$ cat config.mk
export PLATFORM = sky130hd
export DESIGN_NAME = glc_meet
export DESIGN_NICKNAME = d
export VERILOG_FILES = /design/src/hdl/glc_pkg.sv /design/src/hdl/glc_meet.sv
export SDC_FILE = /design/constraint.sdc
export NUM_CORES = 2
export LEC_CHECK = 0
export ABC_AREA = 1
export ABC_CLOCK_PERIOD_IN_PS = 16600
export BUFFER_PORTS_ARGS = -buffer_cell sky130_fd_sc_hd__buf_2
export CAP_MARGIN = 20
export CORE_MARGIN = 1.5
export CORE_UTILIZATION = 40
export CTS_CLUSTER_SIZE = 25
export DETAILED_ROUTE_END_ITERATION = 8
export GPL_TIMING_DRIVEN = 0
export SYNTH_ARGS = -nofsm -noshare
export SYNTH_HDL_FRONTEND = slang
export SYNTH_SLANG_ARGS = --single-unit
$ cat constraint.sdc
create_clock -name clk -period 16.6 [get_ports clk]
set_clock_uncertainty 0.15 [all_clocks]
set_input_delay 3.32 -clock clk [delete_from_list [all_inputs] [get_ports clk]]
set_output_delay 3.32 -clock clk [all_outputs]
set_load 0.1 [all_outputs]
$ cat src/hdl/glc_pkg.sv
// Shared widths and types for the gate line crossing counter.
`timescale 1ns / 1ps
`default_nettype none
package glc_pkg;
	localparam int COORD_BITS     = 12;
	localparam int COUNT_BITS     = 24;
	localparam int FRAME_BITS     = 16;
	localparam int FIU_BITS       = 17;
	localparam int CFG_IDX_BITS   = 3;
	localparam int CFG_DATA_BITS  = 17;
	localparam int MAX_FRAMES_DEF = 65536;

	localparam int DIFF_BITS = COORD_BITS + 1;
	localparam int PROD_BITS = 2 * DIFF_BITS;
	localparam int NUM_BITS  = PROD_BITS + 1;

	typedef struct packed {
		logic valid;
		logic hit;
	} meet_res_t;
endpackage
`default_nettype wire

$ cat src/hdl/glc_meet.sv
// Three-stage segment versus gate intersection test in exact integers.
`timescale 1ns / 1ps
`default_nettype none
module glc_meet
	import glc_pkg::*;
(
	input  wire logic                  clk,
	input  wire logic                  arst_n,
	input  wire logic                  go,
	input  wire logic [COORD_BITS-1:0] gate_x0,
	input  wire logic [COORD_BITS-1:0] gate_y0,
	input  wire logic [COORD_BITS-1:0] gate_x1,
	input  wire logic [COORD_BITS-1:0] gate_y1,
	input  wire logic [COORD_BITS-1:0] seg_x0,
	input  wire logic [COORD_BITS-1:0] seg_y0,
	input  wire logic [COORD_BITS-1:0] seg_x1,
	input  wire logic [COORD_BITS-1:0] seg_y1,
	output meet_res_t                  res
);
	logic signed [DIFF_BITS-1:0] ax_s1, ay_s1, bx_s1, by_s1, cx_s1, cy_s1;
	logic signed [PROD_BITS-1:0] aybx_s2, axby_s2, bycx_s2, bxcy_s2, axcy_s2, aycx_s2;
	logic signed [NUM_BITS-1:0]  d_c, na_c, nb_c;
	logic                        v_s1, v_s2;

	function automatic logic in_unit(input logic signed [NUM_BITS-1:0] n,
			input logic signed [NUM_BITS-1:0] d);
		logic r;
		if (d > 0)
			r = (n >= 0) && (n <= d);
		else
			r = (n <= 0) && (n >= d);
		return r;
	endfunction

	function automatic logic signed [NUM_BITS-1:0] sext(input logic signed [PROD_BITS-1:0] p);
		return {p[PROD_BITS-1], p};
	endfunction

	always_ff @(posedge clk) begin
		ax_s1 <= $signed({1'b0, gate_x1}) - $signed({1'b0, gate_x0});
		ay_s1 <= $signed({1'b0, gate_y1}) - $signed({1'b0, gate_y0});
		bx_s1 <= $signed({1'b0, seg_x0}) - $signed({1'b0, seg_x1});
		by_s1 <= $signed({1'b0, seg_y0}) - $signed({1'b0, seg_y1});
		cx_s1 <= $signed({1'b0, gate_x0}) - $signed({1'b0, seg_x0});
		cy_s1 <= $signed({1'b0, gate_y0}) - $signed({1'b0, seg_y0});
		aybx_s2 <= ay_s1 * bx_s1;
		axby_s2 <= ax_s1 * by_s1;
		bycx_s2 <= by_s1 * cx_s1;
		bxcy_s2 <= bx_s1 * cy_s1;
		axcy_s2 <= ax_s1 * cy_s1;
		aycx_s2 <= ay_s1 * cx_s1;
	end

	assign d_c  = sext(aybx_s2) - sext(axby_s2);
	assign na_c = sext(bycx_s2) - sext(bxcy_s2);
	assign nb_c = sext(axcy_s2) - sext(aycx_s2);

	always_ff @(posedge clk or negedge arst_n) begin
		if (!arst_n) begin
			v_s1      <= 1'b0;
			v_s2      <= 1'b0;
			res.valid <= 1'b0;
			res.hit   <= 1'b0;
		end else begin
			v_s1      <= go;
			v_s2      <= v_s1;
			res.valid <= v_s2;
			// parallel or degenerate segments never meet
			res.hit   <= (d_c != 0) && in_unit(na_c, d_c) && in_unit(nb_c, d_c);
		end
	end
endmodule
`default_nettype wire

# --- Word-level counts from Yosys, hierarchy flattened ---
# Index checks and enable logic that the tools add are counted.
op_classes:
  reduce_logical: 7
  addsub: 9
  multipliers: 6
  n_mux: 2
  order_cmp: 9
op_table:
  columns: ["operator", "count"]
  rows:
  - ["$mul A13 B13 Y26", 6]
  - ["$sub A26 B26 Y27", 3]
  - ["$sub A12 B12 Y13", 6]
  - ["$ge A27 B1 Y1 const B", 2]
  - ["$ge A27 B27 Y1", 2]
  - ["$le A27 B1 Y1 const B", 2]
  - ["$le A27 B27 Y1", 2]
  - ["$reduce_bool A32 Y1", 1]
  - ["$gt A27 B1 Y1 const B", 1]
  - ["$logic_and A1 B1 Y1", 6]
  - ["$mux W1", 2]
word_totals:
  output_inout_bits: 2
  input_bits: 99
  word_cells: 49
  reg_bits: 238

# --- Logic depth before layout (Yosys ltp) ---
logic_depth:
  ltp_word: 6
  depth_mapped: 29
  ltp_nobuf: 28

# --- Worst setup path before layout ---
# No wires, ideal clock.
synth_timing:
  path_type: "flip-flop to flip-flop"
  from: "register cx_s1[4]"
  to: "register bycx_s2[23]"
  t_arrival_ns: 5.320
  required_time_ns: 16.323
  stages_incl_launch_ff: 21
  setup_slack_ns: 11.003
  synth_period_minus_slack_ns: 5.597
  path_buffers: 2
  setup_time_ns: 0.127
  path_cell_list: "dfxtp_1 -> clkbuf_1 -> clkbuf_1 -> nand2_1 -> fa_1 -> fa_1 -> inv_1 -> fa_1 -> fa_1 -> fa_1 -> fa_1 -> ha_1 -> a21oi_1 -> nand2_1 -> a21oi_1 -> inv_1 -> a21oi_1 -> inv_1 -> a21oi_1 -> o21ai_0 -> xor2_1"
synth_between:
  elab_chain_len: 1
synth_rtl:
  columns: ["item", "line_no", "rtl"]
  rows:
  - ["start, declared", "glc_meet.sv:20", "logic signed [DIFF_BITS-1:0] ax_s1, ay_s1, bx_s1, by_s1, cx_s1, cy_s1;"]
  - ["start signal, assigned", "glc_meet.sv:44", "cx_s1 <= $signed({1'b0, gate_x0}) - $signed({1'b0, seg_x0});"]
  - ["$mul A13 B13 Y26", "glc_meet.sv:48", "bycx_s2 <= by_s1 * cx_s1;"]
  - ["end signal, assigned", "glc_meet.sv:48", null]
  - ["end, declared", "glc_meet.sv:21", "logic signed [PROD_BITS-1:0] aybx_s2, axby_s2, bycx_s2, bxcy_s2, axcy_s2, aycx_s2;"]
# Every way passes these cells.

# --- Worst setup path in the final report ---
layout_timing:
  from: "register cy_s1[6]"
  to: "register axcy_s2[24]"
layout_between:
  elab_chain_len: 1
layout_rtl:
  columns: ["item", "line_no", "rtl"]
  rows:
  - ["start, declared", "glc_meet.sv:20", null]
  - ["start signal, assigned", "glc_meet.sv:45", "cy_s1 <= $signed({1'b0, gate_y0}) - $signed({1'b0, seg_y0});"]
  - ["$mul A13 B13 Y26", "glc_meet.sv:50", "axcy_s2 <= ax_s1 * cy_s1;"]
  - ["end signal, assigned", "glc_meet.sv:50", null]
  - ["end, declared", "glc_meet.sv:21", null]
# Every way passes these cells.

==> flow_summary_export.csv <==
group,metric,value,unit
logic_synthesis,area_share_of_the_largest_cell_type_after_synthesis,0.364,
cts,tritoncts_clock_tree,"yes",
logic_synthesis,most_area_consuming_cells_after_synthesis,"sky130_fd_sc_hd__fa_1, sky130_fd_sc_hd__ha_1, sky130_fd_sc_hd__inv_1, sky130_fd_sc_hd__nand2_1, sky130_fd_sc_hd__dfxtp_1",
grt,grt_max_degree,15,
cts,cts.path.max_buffers,3,
detailed_routing,final_antenna_net_count,0,
finish,final_design_area_no_fill,57800,um2
cts,hold_buffers,0,
worst_setup_path,critPathKind,"register to register",
timing,tightest_slew,1.21,ns
finish,final_cell_count_no_fill,8887,
logic_synthesis,ys_dominant_reg_cell,"sky130_fd_sc_hd__dfxtp_1",
logic_synthesis,yosysSeqAreaShare,0.0887,
logic_synthesis,yosys_register_bits,238,
cts,numCtsBuffers,29,
finish,post_route_cells_drive_above_1_share,0.0299,
detailed_routing,drt_first_pass_iters,8,
logic_synthesis,synth_nets,8639,
finish,syn2layout_area_growth,7.13,%
worst_setup_path,crit_chain,"clkbuf_1 -> clkbuf_1 -> nand2_1 -> fa_1 -> fa_1 -> inv_1 -> fa_1 -> fa_1 -> fa_1 -> fa_1 -> ha_1 -> nand2_1 -> nor2_1 -> nand4_1 -> o21a_1 -> o21ai_1 -> nand2_1 -> nand2_1 -> a21boi_1 -> o21ai_0 -> xor2_1",
worst_setup_path,critical_path.endpoint_type,"register",
cts,cts_num_sinks,238,
finish,finish.net_count,8779,
outcome,run_status,"finished, violations left",
cts,clock_insertion_delay_worst_skew,0.63,ns
cts,clk_slew_on_worst_s_h_paths,0.06,ns
hold_path,worstHoldPathCells,0,
timing,finalSetupViolations,0,
detailed_routing,wire_per_inst,20.0,um
die,floorplan.initialDensity,0.404,
logic_synthesis,synth_enable_flop_cells,0,
worst_setup_path,worst_ep_required_time,16.88,ns
worst_setup_path,path_delay_family,"adder cells",
detailed_routing,totalWireLength,178,mm
worst_setup_path,worst-r2r-cell-count,21,
detailed_routing,drt_iter0_drc,3850,
placement,post_dp_cell_area,56800,um2
worst_setup_path,critical-path-top-cell-by-count,"sky130_fd_sc_hd__fa_1",
hold_path,hp-class,"register to register",
die,die_w,370,um
outcome,violations,"DRC",
die,boundaryPins,101,
cts,post_cts.repair.setup_buffers,0,
worst_setup_path,critical_path_arrival,8.08,ns
cts,cts-root-buf,"sky130_fd_sc_hd__clkbuf_16",
placement,place.detailed.hpwl,152,mm
cts,cts.htree.levels,1,
run,cap_viol_max_count,0,
logic_synthesis,synth_cells,6953,
worst_setup_path,worst_path_largest_cell_delay,0.76,ns
die,die_area,137000,um2
worst_setup_path,path_depth,21,
worst_setup_path,crit_fanout,10,
logic_synthesis,yosysTopAreaCell,"sky130_fd_sc_hd__fa_1",
cts,cts_resized,0,
die,rows,134,
die,fp.dieH,370,um
grt,number_of_global_route_vias_before_repair,45636,
logic_synthesis,synth.top_cells.by_count,"sky130_fd_sc_hd__inv_1, sky130_fd_sc_hd__nand2_1, sky130_fd_sc_hd__fa_1",
placement,placed_cells_incl_taps,8828,
logic_synthesis,post_synth_instance_area,53900,um2
worst_setup_path,total_buffers_and_inverters_traversed_by_the_critical_path,3,
die,core,134000,um2
placement,port-buffer-count,100,
timing,tns,0,ns
detailed_routing,vias,44422,
logic_synthesis,mean_post_synth_cell_area,7.76,um2
timing,rsz0062_at_grt,"false",
timing,post-route-period-util,0.470,
logic_synthesis,synth.most_common_cell,"sky130_fd_sc_hd__inv_1",
grt,overflow,0,
timing,finalWorstPathRequiredPeriod,7.80,ns
logic_synthesis,ys_async_sr_fraction,0.0168,
worst_setup_path,critical_path.slowest_cell,"sky130_fd_sc_hd__clkbuf_1",
placement,place_congestion,0.986,
worst_setup_path,critical_path.startpoint_type,"register",
grt,grtUsageTotal,0.267,
detailed_routing,via_per_inst,5.00,
grt,antenna_found_initial,20,
logic_synthesis,synth-warning-count,0,
logic_synthesis,post_synth_num_cell_types,51,
detailed_routing,drc,2,
timing,worst_slew_margin_rel,0.194,
timing,fmax,0.128,GHz
timing,hold_viol_final,0,
timing,final_max_slew_viol_count,0,
worst_setup_path,ff2ff_setup_slack,8.80,ns
grt,grt_first_pass_wirelength,273,mm
## layout by cell type (no fill, tap or decap), types with 43 or more instances in the layout
cell,synthesis,layout
sky130_fd_sc_hd__nand3_1,149,149
sky130_fd_sc_hd__inv_1,1939,1939
sky130_fd_sc_hd__fa_1,981,981
sky130_fd_sc_hd__o21ai_0,99,99
sky130_fd_sc_hd__nand4_1,43,43
sky130_fd_sc_hd__xor2_1,137,137
sky130_fd_sc_hd__dfxtp_1,234,234
sky130_fd_sc_hd__nand2_1,1677,1677
sky130_fd_sc_hd__buf_2,0,100
sky130_fd_sc_hd__ha_1,606,606
sky130_fd_sc_hd__xnor2_1,115,115
sky130_fd_sc_hd__clkbuf_1,230,232
sky130_fd_sc_hd__a21oi_1,275,275
sky130_fd_sc_hd__nor2_1,240,240
## logic make-up (layout without fill, tap and decap cells)
kind of cell	after synthesis	after routing	share of synthesized area
compound gates	486	486	0.0493
xor+xnor	252	252	0.0409
fa+ha+maj	1587	1587	0.505
buf+inv	2183	2345	0.152
flops	238	238	0.0887
other cells	0	4	0
simple gates	2207	2207	0.164
## routing by layer
metal | global-route usage | vias up | wire, um
met4 | 0.143 | 4 | 11600
met1 | 0.362 | 21779 | 75300
met2 | 0.402 | 1756 | 74900
met5 | 0 | - | 26
li1 | - | 20567 | -
met3 | 0.0483 | 316 | 16000
## layout make-up
cell class / instances / area, um2
fillers: 13635 / 75800
multi-input cells: 4532 / 40900
inverters: 1952 / 7330
flip-flops and latches: 238 / 4780
well taps: 1768 / 2210
plain buffers: 231 / 871
clock buffers: 34 / 774
repair buffers: 109 / 648
clock inverters: 19 / 203
diodes: 4 / 10.0
## through the flow
stage                util  setup slack [ns]  hold WS [ns]
global route        0.432              8.65         0.214
global placement    0.424              9.09         0.188
finish              0.432              8.80         0.203
detailed placement  0.425              9.05         0.188
floorplan               -             11.00         0.181
CTS                 0.432              9.02         0.210
## state kept, by name (all words and copies together), names as in the netlist, 2 cells and up
register and cells:
ax_s1 13, axby_s2 26, axcy_s2 26, ay_s1 13
aybx_s2 26, aycx_s2 26, bx_s1 13, bxcy_s2 26
by_s1 13, bycx_s2 26, cx_s1 13, cy_s1 13
res 2
## path summary, 6_finish.rpt
path                                  start                  end
max in group asynchronous            arst_n       v_s2$_DFF_PN0_
min in group asynchronous            arst_n     res[1]$_DFF_PN0_
max                        cy_s1[6]$_DFF_P_  axcy_s2[24]$_DFF_P_
max reg2reg                cy_s1[6]$_DFF_P_  axcy_s2[24]$_DFF_P_
min reg2reg                  v_s2$_DFF_PN0_     res[1]$_DFF_PN0_
min                          v_s2$_DFF_PN0_     res[1]$_DFF_PN0_
Power is not shown: default switching activity piles up to over one toggle a cycle in this logic, so the estimate is an artifact.
